## src/hdl/cbia_pkg.sv

```systemverilog
// shared types, widths, opcodes and arithmetic helpers of the complex box interval alu
package cbia_pkg;

	// bound format
	localparam int VW = 24;
	localparam int FB = 16;
	localparam int KW = 3;
	// product, exact sum of two products, and rounded wide result
	localparam int PW = 2 * VW;
	localparam int SW = 2 * VW + 2;
	localparam int RW = (2 * VW + 1 - FB > VW + 2) ? 2 * VW + 1 - FB : VW + 2;
	localparam int NC = 16;
	// corner groups reduced in the first min/max stage
	localparam int NG = NC / 4;

	localparam logic [SW-1:0] HALF_UNIT = SW'(1) << (FB - 1);

	typedef enum logic [KW-1:0] {
		OP_ADD   = 3'd0,
		OP_MUL   = 3'd1,
		OP_JOIN  = 3'd2,
		OP_NEG   = 3'd3,
		OP_SCALE = 3'd4,
		OP_CONT  = 3'd5,
		OP_EQ    = 3'd6
	} op_t;

	typedef logic signed [VW-1:0] val_t;
	typedef logic signed [RW-1:0] wide_t;
	typedef logic signed [PW-1:0] prod_t;
	typedef logic signed [SW-1:0] sum_t;
	typedef prod_t prod_grid_t [2][2];
	typedef wide_t corner_t [NC];

	typedef struct {
		val_t rl;
		val_t rh;
		val_t il;
		val_t ih;
	} box_t;

	typedef struct {
		wide_t rl;
		wide_t rh;
		wide_t il;
		wide_t ih;
	} wbox_t;

	typedef struct packed {
		op_t  op;
		logic f_neg;
		logic truth;
	} ctl_t;

	// sign extend a bound to the wide result format
	function automatic wide_t ext_v(val_t v);
		return {{(RW - VW){v[VW-1]}}, v};
	endfunction

	// sign extend a product to the exact sum format
	function automatic sum_t ext_p(prod_t p);
		return {{(SW - PW){p[PW-1]}}, p};
	endfunction

	// round to nearest with ties upward, drop the fraction bits
	function automatic wide_t round_fix(sum_t s);
		sum_t t;
		sum_t sh;
		t  = s + $signed(HALF_UNIT);
		sh = t >>> FB;
		return sh[RW-1:0];
	endfunction

	function automatic wide_t wmin(wide_t x, wide_t y);
		return (x < y) ? x : y;
	endfunction

	function automatic wide_t wmax(wide_t x, wide_t y);
		return (x > y) ? x : y;
	endfunction

	// wide value does not fit in a bound
	function automatic logic sat_ovf(wide_t v);
		return !((&v[RW-1:VW-1]) || !(|v[RW-1:VW-1]));
	endfunction

	function automatic val_t sat_val(wide_t v);
		if (sat_ovf(v)) begin
			return v[RW-1] ? {1'b1, {(VW - 1){1'b0}}} : {1'b0, {(VW - 1){1'b1}}};
		end
		return v[VW-1:0];
	endfunction

endpackage

```

## src/hdl/cbia_reduce.sv

```systemverilog
// stages 4 and 5: min/max tree over the corners, result select and saturation
module cbia_reduce (
	input  logic              clk,
	input  logic              en4,
	input  logic              en5,
	input  cbia_pkg::corner_t re,
	input  cbia_pkg::corner_t im,
	input  cbia_pkg::wbox_t   sc,
	input  cbia_pkg::wbox_t   simp,
	input  cbia_pkg::ctl_t    ctl_in,
	output cbia_pkg::box_t    rbox,
	output logic              truth,
	output logic              overflow
);
	import cbia_pkg::*;

	wbox_t grp_d   [NG];
	wbox_t grp_s4  [NG];
	wbox_t sc_s4;
	wbox_t simp_s4;
	ctl_t  ctl_s4;

	wbox_t mul_d;
	wbox_t sel_d;
	box_t  rbox_d;
	logic  ovf_d;

	box_t  rbox_s5;
	logic  truth_s5;
	logic  ovf_s5;

	// first two tree levels: groups of four corners
	always_comb begin
		for (int g = 0; g < NG; g++) begin
			grp_d[g].rl = wmin(wmin(re[4*g], re[4*g+1]), wmin(re[4*g+2], re[4*g+3]));
			grp_d[g].rh = wmax(wmax(re[4*g], re[4*g+1]), wmax(re[4*g+2], re[4*g+3]));
			grp_d[g].il = wmin(wmin(im[4*g], im[4*g+1]), wmin(im[4*g+2], im[4*g+3]));
			grp_d[g].ih = wmax(wmax(im[4*g], im[4*g+1]), wmax(im[4*g+2], im[4*g+3]));
		end
	end

	always_ff @(posedge clk) begin
		if (en4) begin
			grp_s4  <= grp_d;
			sc_s4   <= sc;
			simp_s4 <= simp;
			ctl_s4  <= ctl_in;
		end
	end

	// last two tree levels over the group results
	always_comb begin
		mul_d.rl = wmin(wmin(grp_s4[0].rl, grp_s4[1].rl), wmin(grp_s4[2].rl, grp_s4[3].rl));
		mul_d.rh = wmax(wmax(grp_s4[0].rh, grp_s4[1].rh), wmax(grp_s4[2].rh, grp_s4[3].rh));
		mul_d.il = wmin(wmin(grp_s4[0].il, grp_s4[1].il), wmin(grp_s4[2].il, grp_s4[3].il));
		mul_d.ih = wmax(wmax(grp_s4[0].ih, grp_s4[1].ih), wmax(grp_s4[2].ih, grp_s4[3].ih));
	end

	// pick the result, negative factor swaps the scaled bounds
	always_comb begin
		unique case (ctl_s4.op)
			OP_MUL: begin
				sel_d = mul_d;
			end
			OP_SCALE: begin
				if (ctl_s4.f_neg) begin
					sel_d = '{rl: sc_s4.rh, rh: sc_s4.rl, il: sc_s4.ih, ih: sc_s4.il};
				end else begin
					sel_d = sc_s4;
				end
			end
			default: begin
				sel_d = simp_s4;
			end
		endcase
	end

	// saturate every bound
	always_comb begin
		rbox_d.rl = sat_val(sel_d.rl);
		rbox_d.rh = sat_val(sel_d.rh);
		rbox_d.il = sat_val(sel_d.il);
		rbox_d.ih = sat_val(sel_d.ih);
		ovf_d     = sat_ovf(sel_d.rl) || sat_ovf(sel_d.rh) ||
		            sat_ovf(sel_d.il) || sat_ovf(sel_d.ih);
	end

	always_ff @(posedge clk) begin
		if (en5) begin
			rbox_s5  <= rbox_d;
			truth_s5 <= ctl_s4.truth;
			ovf_s5   <= ovf_d;
		end
	end

	assign rbox     = rbox_s5;
	assign truth    = truth_s5;
	assign overflow = ovf_s5;
endmodule

```

## config.mk

```make
export PLATFORM = sky130hd
export DESIGN_NAME = cbia_reduce
export DESIGN_NICKNAME = d
export VERILOG_FILES = /design/src/hdl/cbia_pkg.sv /design/src/hdl/cbia_reduce.sv
export SDC_FILE = /design/constraint.sdc
export NUM_CORES = 2
export LEC_CHECK = 0
export BUFFER_PORTS_ARGS = -buffer_cell sky130_fd_sc_hd__buf_2
export CAP_MARGIN = 20
export CORE_AREA = 2 2 563 565
export DETAILED_ROUTE_END_ITERATION = 16
export DIE_AREA = 0 0 565 567
export PLACE_DENSITY = 0.58
export SYNTH_ARGS = -nofsm -noshare
export SYNTH_HDL_FRONTEND = slang
export SYNTH_SLANG_ARGS = --single-unit
export TNS_END_PERCENT = 20
```

## constraint.sdc

```tcl
create_clock -name clk -period 10.8 [get_ports clk]
set_input_delay 1.08 -clock clk [delete_from_list [all_inputs] [get_ports clk]]
set_output_delay 1.08 -clock clk [all_outputs]
set_load 0.05 [all_outputs]
```

==> summary.txt <==
Run status
  – Status: complete, no violations

Worst hold path
  – Hold Path Class: in -> reg

Final layout
  – Seq. cell area: 26900 um2
  – Footprint of the multi-input gates: 57200 um2
  – Number of nets in the layout: 13500
  – Fill cell count: 32700
  – Layout cells sized above 1: 17.3%
  – Layout area overhead: 18.6%

STA
  – Fmax: 113 MHz
  – Endpoints failing setup: 0
  – Hold slack: 0.357 ns
  – Setup_tns: 0 ns
  – Worst-margin pin slew: 1.26 ns
  – Worst slew margin relative to its limit: 15.5%
  – Unrepaired setup endpoints after global routing: no
  – Max Clock Skew: 0.0821 ns
  – Final worst-path cycle share: 81.9%
  – Final min period: 8.85 ns
  – Fin. Hold Viols: 0
  – Final Max Tran Viols: 0

Logic synthesis
  – Synth Register Bits: 895
  – Register area share after synthesis: 29.9%
  – Cell with the most instances after synthesis: mux2i_1
  – Syn Area/Cell: 9.54 um2
  – Top_reg_cell synth: edfxtp_1
  – Synth Cell Area: 90000 um2
  – Async S/R FF share, synth: 0%
  – Mapped Cells: 9432
  – Post-synth top cells: mux2i_1, ha_1, inv_1
  – Synth area leaders: edfxtp_1, ha_1, mux2i_1
  – Largest area contributor in the netlist: edfxtp_1
  – Share of the synthesized area in the top cell type: 29.9%
  – Post-Syn Nets: 12200
  – EDFF count, synth: 895
  – Cell variety after synth: 84
  – Ys Warns: 0

Clock tree
  – CTS tree: yes
  – CTS max path bufs: 4
  – CTS Hold Bufs: 0
  – Cts repair resizes: 0
  – Clk slew on worst S/H paths: 0.07 ns
  – Clk_lat worst skew: 0.89 ns
  – Clock Tree Root: clkbuf_16
  – Post-CTS Setup Inserts: 0
  – H-tree Lvls: 3
  – Sink Count: 895
  – Cts bufs inserted: 116

Placed design
  – Hpwl dp: 381000 um
  – Number of port buffers: 1425
  – Gp weighted congestion: 1.03

Routing
  – Antenna Nets Post-Route: 0
  – WL/cell: 29.3 um
  – 1st-pass router iterations: 6
  – Routed vias/inst: 5.24
  – # DRC: 0
  – Routed WL: 443000 um
  – Vias: 79400
  – Starting DRT DRC Count: 6463

GRT
  – Largest net degree at the start of global routing: 142
  – Vias in the first global route: 76700
  – GRT Total Usage: 26.7%
  – Overflow after GRT: 0
  – Initial antenna violation count: 178
  – Global-route wire length before repair: 596000 um

Critical path
  – Worst Setup Path Type: reg -> reg
  – Slowest CP cell: or2_2
  – Crit path from: grp_s4[266]$_DFFE_PP_
  – Critical Path Source Type: register
  – Crit Path Max Fanout: 54
  – Reg-to-Reg End: overflow$_DFFE_PP_
  – Critical Path Sink: overflow$_DFFE_PP_
  – Reg2reg start: grp_s4[266]$_DFFE_PP_
  – Most frequent CP cell: a21o_1
  – Reg2Reg Depth: 27
  – CP max stage delay: 0.86 ns
  – Worst endpoint data arrival time: 9.40 ns
  – CP Capture Type: register
  – CP required: 11.35 ns
  – R2r setup slk: 1.95 ns

Floorplan
  – Die width: 565 um
  – Core ar.: 314000 um2
  – # rows: 206
  – I/O pins: 1426
  – Die Y: 567 um
  – Die area: 320000 um2
  – Initial Util: 28.7%

Run
  – Maxcap violations: 0

Power
  – Max VDD drop: 0.441 mV
  – Leakage: 0.0538 uW
  – Overall power: 23000 uW
  – Power per standard cell area: 215 nW/um2
==> through the flow <==
step | cell area [um2] | util, % | instances | setup slack, ns
final | 107000 | 34.0 | 15200 | 1.95
after global routing | 107000 | 34.0 | 15100 | 1.25
after CTS | 106000 | 33.9 | 15000 | 1.89
after detailed placement | 103000 | 32.7 | 14800 | 1.91
after global placement | 103000 | 32.7 | 14800 | 1.86
after floorplan | 90000 | - | 9432 | 3.32
==> kinds of logic after synthesis <==
logic type	share of synthesized area [%]
AO/OA/AOI/OAI	14.1
XOR/XNOR	0.0487
adder cells (fa/ha/maj)	20.0
buffers and inverters	7.18
flip-flops	29.9
multiplexers	19.3
AND/OR/NAND/NOR	9.55
==> worst max-delay path, delay by kind of cell, from the launching register on <==
kind | cells | cell delay (ns)
buffers and inverters | 2 | 0.57
adder cells (fa/ha/maj) | 2 | 0.64
flip-flops | 1 | 0.51
multiplexers | 1 | 0.47
AO/OA/AOI/OAI | 17 | 4.46
AND/OR/NAND/NOR | 5 | 1.80
==> per-layer routing <==
layer	global-route usage, %	part of all wire (%)
met5	0	0.082
met4	15.6	6.3
met3	4.02	5.7
met2	47.2	50
met1	30.2	38
==> worst min-delay path by stage <==
stage	depth (start not counted)	from	endpoint	slack, ns
finish	1	sc[0]	sc_s4[0]$_DFFE_PP_	0.36
global route	1	simp[51]	simp_s4[51]$_DFFE_PP_	0.30
CTS	1	sc[0]	sc_s4[0]$_DFFE_PP_	0.26
detailed placement	0	ctl_s4[0]$_DFFE_PP_	truth$_DFFE_PP_	0.42
global placement	0	ctl_s4[0]$_DFFE_PP_	truth$_DFFE_PP_	0.41
floorplan	0	ctl_s4[0]$_DFFE_PP_	truth$_DFFE_PP_	0.40
==> power by group <==
part / total [uW] / switching [uW] / internal [uW]
Combinational: 13700 / 9040 / 4700
Clock: 4000 / 1720 / 2280
Sequential: 5250 / 517 / 4730
Total: 23000 / 11300 / 11700
==> layout make-up <==
class	instances	share of cell area [%]
tap	4160	4.87
antenna	133	0.312
inverter	1367	4.81
timing repair buffer	1560	7.74
clock buffer	128	2.80
sequential	895	25.2
clock inverter	79	0.738
multi-input combinational	6828	53.6
==> flip-flops by register name, summed over array words and instances, names as in the netlist <==
name	flops
grp_s4	528
sc_s4	132
simp_s4	132
rbox	96
ctl_s4	5
overflow	1
truth	1
==> layout by cell type (no fill, tap or decap), types with 12 or more instances in the layout <==
cell type,count
a2111oi_0,12
a211oi_1,28
a21boi_1,17
a21o_1,332
a21oi_1,541
a221o_1,15
a221oi_1,150
a31oi_1,50
and2_1,44
and3_1,14
and4_1,20
buf_2,1424
buf_4,126
bufinv_16,12
clkbuf_16,118
clkinv_1,19
clkinv_2,22
diode_2,133
edfxtp_1,895
ha_1,1437
inv_1,1367
mux2_2,38
mux2i_1,1678
nand2_1,406
nand2b_1,123
nand3_1,80
nand4_1,295
nor2_1,423
nor2b_1,166
nor3_1,57
nor4_1,34
o211ai_1,24
o21a_1,210
o21ai_0,344
o221ai_1,14
o31a_1,66
o31ai_1,13
or2_2,16
(Power assumes the default switching activity.)
